## config.mk

```make
export PLATFORM = sky130hd
export DESIGN_NAME = bxavg_ctrl
export DESIGN_NICKNAME = d
export VERILOG_FILES = /design/src/bxavg_pkg.sv /design/src/bxavg_ctrl.sv
export VERILOG_INCLUDE_DIRS = /design/src /design/src/src
export SDC_FILE = /design/constraint.sdc
export NUM_CORES = 1
export LEC_CHECK = 0
export BUFFER_PORTS_ARGS = -buffer_cell sky130_fd_sc_hd__buf_2
export CORE_AREA = 5 5 42 44
export CTS_CLUSTER_DIAMETER = 50
export CTS_CLUSTER_SIZE = 40
export DETAILED_ROUTE_END_ITERATION = 10
export DIE_AREA = 0 0 47 49
export GPL_TIMING_DRIVEN = 0
export HOLD_SLACK_MARGIN = 0.08
export PLACE_DENSITY = 0.4
export SYNTH_ARGS = -nofsm -noshare
export SYNTH_HDL_FRONTEND = slang
export SYNTH_SLANG_ARGS = --single-unit
```

## constraint.sdc

```tcl
create_clock -name clk -period 3.1 [get_ports clk]
set_input_delay 0.31 -clock clk [delete_from_list [all_inputs] [get_ports clk]]
set_output_delay 0.31 -clock clk [all_outputs]
set_load 0.01 [all_outputs]
```

## src/box_average_downsample_defines.svh

```systemverilog
// assertion macros used by the box average downsampler controller
`ifndef BOX_AVERAGE_DOWNSAMPLE_DEFINES_SVH
`define BOX_AVERAGE_DOWNSAMPLE_DEFINES_SVH

// same-cycle implication, disabled while in reset
`define BXA_ASSERT_NOW(label, ante, cons) \
    label: assert property (@(posedge clk) disable iff (!rst_n) (ante) |-> (cons)) \
        else $error("box average assertion failed");

// next-cycle implication, disabled while in reset
`define BXA_ASSERT_NEXT(label, ante, cons) \
    label: assert property (@(posedge clk) disable iff (!rst_n) (ante) |=> (cons)) \
        else $error("box average assertion failed");

`endif

```

## src/bxavg_pkg.sv

```systemverilog
// shared constants, register codes and controller/datapath interface types
package bxavg_pkg;

    localparam int MAX_COLS   = 1024;
    localparam int MAX_FACTOR = 16;
    localparam int ROW_LIMIT  = 1024;

    localparam int PIX_W     = 8;
    localparam int CFG_W     = 11;
    localparam int FACTOR_W  = 5;
    localparam int IDX_W     = 2;
    localparam int COL_W     = $clog2(MAX_COLS);
    localparam int ROW_W     = $clog2(ROW_LIMIT);
    localparam int PHASE_W   = $clog2(MAX_FACTOR);
    localparam int RUN_W     = PIX_W + PHASE_W;
    localparam int SUM_W     = PIX_W + 2 * PHASE_W;
    localparam int NUM_W     = SUM_W + 1;
    localparam int FF_W      = 2 * PHASE_W + 1;
    localparam int DIV_STEPS = PIX_W;
    localparam int DCNT_W    = $clog2(DIV_STEPS + 1);

    localparam logic [CFG_W-1:0]    COLS_RESET   = CFG_W'(1024);
    localparam logic [CFG_W-1:0]    ROWS_RESET   = CFG_W'(1024);
    localparam logic [FACTOR_W-1:0] FACTOR_RESET = FACTOR_W'(1);

    localparam logic [IDX_W-1:0] CFG_IMAGE_COLS = IDX_W'(0);
    localparam logic [IDX_W-1:0] CFG_IMAGE_ROWS = IDX_W'(1);
    localparam logic [IDX_W-1:0] CFG_FACTOR     = IDX_W'(2);

    typedef enum logic [2:0] {
        ST_IDLE = 3'b001,
        ST_LOAD = 3'b010,
        ST_DIV  = 3'b100
    } ctrl_state_t;

    typedef struct packed {
        logic accept;
        logic load;
        logic out_load;
    } cmd_t;

    typedef struct packed {
        logic need_load;
        logic pend_emit;
        logic div_done;
        logic out_busy;
    } status_t;

endpackage

```

## src/bxavg_ctrl.sv

```systemverilog
// controller: sequences pixel acceptance, line store update, divide and result hand-off
`include "box_average_downsample_defines.svh"

module bxavg_ctrl (
    input  logic              clk,
    input  logic              rst_n,
    input  logic              in_valid,
    output logic              in_ready,
    input  bxavg_pkg::status_t status,
    output bxavg_pkg::cmd_t    cmd
);
    import bxavg_pkg::*;

    ctrl_state_t state_reg;
    ctrl_state_t state_next;

    always_ff @(posedge clk or negedge rst_n)
    begin
        if (!rst_n)
        begin
            state_reg <= ST_IDLE;
        end
        else
        begin
            state_reg <= state_next;
        end
    end

    always_comb
    begin
        state_next   = state_reg;
        cmd          = '0;
        in_ready     = 1'b0;
        unique case (state_reg)
            ST_IDLE:
            begin
                in_ready   = 1'b1;
                cmd.accept = in_valid;
                if (in_valid && status.need_load)
                begin
                    state_next = ST_LOAD;
                end
            end
            ST_LOAD:
            begin
                cmd.load = 1'b1;
                state_next = status.pend_emit ? ST_DIV : ST_IDLE;
            end
            ST_DIV:
            begin
                // hold the quotient until the output register is free
                if (status.div_done && !status.out_busy)
                begin
                    cmd.out_load = 1'b1;
                    state_next   = ST_IDLE;
                end
            end
            default:
            begin
                state_next = ST_IDLE;
            end
        endcase
    end

    `BXA_ASSERT_NOW(a_no_overwrite, cmd.out_load, !status.out_busy)
    `BXA_ASSERT_NOW(a_load_after_accept, cmd.load, $past(cmd.accept))
    `BXA_ASSERT_NOW(a_result_after_div, cmd.out_load, status.div_done)
    `BXA_ASSERT_NEXT(a_div_holds, (state_reg == ST_DIV) && !status.div_done, state_reg == ST_DIV)

endmodule

```

==> impl_metrics.csv <==
group,metric,value,unit
synth,synth_area_leaders,"dfrtp_1, dfstp_2, a2bb2oi_2, a31oi_2, nor3b_2",
routing,first_pass_iters,2,
routing,ant_nets,0,
placed_design,port_buffers,10,
clock_tree,clk_pin_slew,0.04,ns
synth,synth_area_leader_cell,"dfrtp_1",
clock_tree,cts.sinks,3,
clock_tree,cts_root_buffer,"clkbuf_4",
floorplan,placementRows,14,
synth,synth_top_area_share,30.1,%
routing,wl_per_cell,8.78,um
final_layout,utilization,19.5,%
synth,ys_ff_latch,3,
sta,finalSetupViolCount,0,
routing,drc_errors,0,
power_and_ir_drop,switching_share,23.0,%
sta,finalSetupTns,0,ns
worst_setup_path,cp_slowest_cell,"dfstp_2",
global_routing,grt_pass1_wl,662,um
outcome,outcome,"finished, final reports clean",
power_and_ir_drop,pwr-share-clk,50.6,%
sta,hold_viol_final,0,
clock_tree,htreeDepth,1,
power_and_ir_drop,ir_drop,186,uV
final_layout,layout_commonest_cell,"buf_2",
worst_setup_path,path_cells,"nor3b_2, and2_2, buf_2",
global_routing,grt_pass1_vias,179,
routing,via_per_inst,3.62,
sta,finClkSkew,0.000898,ns
final_layout,largest_reg_flops,3,
floorplan,initial_core_util,11.9,%
global_routing,grt_usage,4.37,%
clock_tree,post_cts_resized,0,
worst_setup_path,cp_slowest_stage_delay,0.56,ns
routing,drt-total-wl,395,um
synth,yosysUniqueCellTypes,13,
synth,synth_fp_nets,21,
sta,tightest_slew,0.248,ns
final_layout,diodes,0,
placed_design,gp_congestion,0.631,
worst_setup_path,cp_top_family,"flip-flops",
sta,relSlewSlack,83.2,%
worst_setup_path,end_kind,"output port",
floorplan,die-area,0.00230,mm2
clock_tree,clk_path_buf_depth,2,
worst_setup_path,critical_path.max_fanout,5,
power_and_ir_drop,seqPwrFrac,33.9,%
routing,drt_iter0_drc,6,
synth,avgSynthCellArea,11.9,um2
clock_tree,cts_buffers,3,
worst_setup_path,critPathKind,"reg -> out",
clock_tree,clock_latency,0.23,ns
synth,netlist_area,166,um2
sta,period_share,52.2,%
power_and_ir_drop,p_leak,0.130,nW
worst_hold_path,min_path_type,"in -> reg",
floorplan,io_pins,11,
floorplan,die_w,47,um
global_routing,antenna_found_initial,0,
sta,drv_slew,0,
job,maxCapViolCount,0,
global_routing,grt_max_degree,6,
power_and_ir_drop,powerDensity,487,mW/mm2
final_layout,areaGrowthSynthToFinish,63.9,%
final_layout,nNetsFinal,37,
worst_setup_path,start_kind,"register",
floorplan,die_h,49,um
placed_design,dp_hpwl,330,um
synth,syn_inst,14,
power_and_ir_drop,power.switching,30.6,uW
synth,ys_seq_area_share,45.9,%
power_and_ir_drop,share_comb_of_total_power,15.5,%
routing,routed-via-count,163,
final_layout,final_cell_mix,"buf_2, clkbuf_4, dfrtp_1",
sta,rsz0062_at_grt,"no",
synth,yosys_warnings,0,
sta,fmax,0.618,GHz
power_and_ir_drop,p_int,102,uW
final_layout,drive_gt1_share,62.1,%
floorplan,coreArea,0.00140,mm2
worst_setup_path,worst_ep_arrival_time,1.31,ns
sta,period_needed,1.62,ns
worst_setup_path,cp.buffers_inverters,1,
clock_tree,cts_tree,"built",
global_routing,gr-total-overflow,0,
worst_setup_path,critPathRequiredTime,2.79,ns
routing by layer:
metal	global-route usage (%)	up-vias	routed length, um	part of all wire, %
li1	-	81	-	-
met1	4.42	71	192	49
met2	5.20	11	139	35
met3	2.58	0	63	16
met4	5.53	0	0	0
met5	0	-	0	0
power by group through the flow:
stage	logic (mW)	registers (mW)	clock network, mW
2_1_floorplan	0.0115	0.0449	0
5_1_grt	0.0233	0.0455	0.0734
3_5_place_dp	0.0199	0.0454	0
6_report	0.0206	0.0450	0.0672
4_1_cts	0.0210	0.0450	0.0722
3_3_place_gp	0.0195	0.0452	0
Yosys cell counts:
cell       number
dfrtp_1         2
a2bb2oi_2       1
a31oi_2         1
and2_2          1
and3_1          1
and3b_1         1
dfstp_2         1
inv_1           1
nand2b_1        1
nor2_1          1
nor3_1          1
nor3b_2         1
nor4b_1         1
worst reg2reg max path, delay by kind of cell, from the launching register on:
kind            cells  cell delay [ns]
flops               1             0.56
simple gates        2             0.40
compound gates      1             0.05
cells by family (layout without fill, tap and decap cells):
| logic type | count (synthesis) | in the layout | share of synthesized area, % |
|---|---|---|---|
| AO/OA/AOI/OAI | 2 | 2 | 16.5 |
| buffers and inverters | 1 | 16 | 2.25 |
| flip-flops | 3 | 3 | 45.9 |
| AND/OR/NAND/NOR | 8 | 8 | 35.3 |
repair_timing:
action,4_1_cts,5_1_grt
endpoints found under the hold margin,3,0
setup buffers,0,0
hold buffers,1,0
path summary, 6_finish.rpt:
kind | start | endpoint | slack (ns) | depth (start not counted)
worst max-delay path | state_reg[0] | cmd[2] | 1.48 | 3
worst min-delay path | status[3] | state_reg[0] | 0.22 | 2
worst max register to register | state_reg[0] | state_reg[0] | 2.03 | 3
worst min register to register | state_reg[0] | state_reg[2] | 0.53 | 1
max in group asynchronous | rst_n | state_reg[0] | 2.51 | 2
min in group asynchronous | rst_n | state_reg[1] | 0.40 | 2
metrics by stage:
step                      power (mW)  setup slack (ns)  instance area, um2  hold slack (ns)  instances
final                          0.133              1.48                 273            0.222         45
after global routing           0.142              1.38                 273            0.217         45
after CTS                      0.138              1.46                 273            0.210         45
after detailed placement      0.0654              1.71                 236            0.109         40
after global placement        0.0647              1.73                 236            0.105         40
after floorplan               0.0564              1.75                 166           0.0144         14
layout make-up:
class                   instances  area (um2)
clock buffers                   4        26.3
fillers                       166        1130
inverters                       1        3.75
multi-input cells              10        86.3
flip-flops and latches          3        76.3
well taps                      16        20.0
repair buffers                 11        60.1
Note: power is estimated with default switching activity, not from simulation.
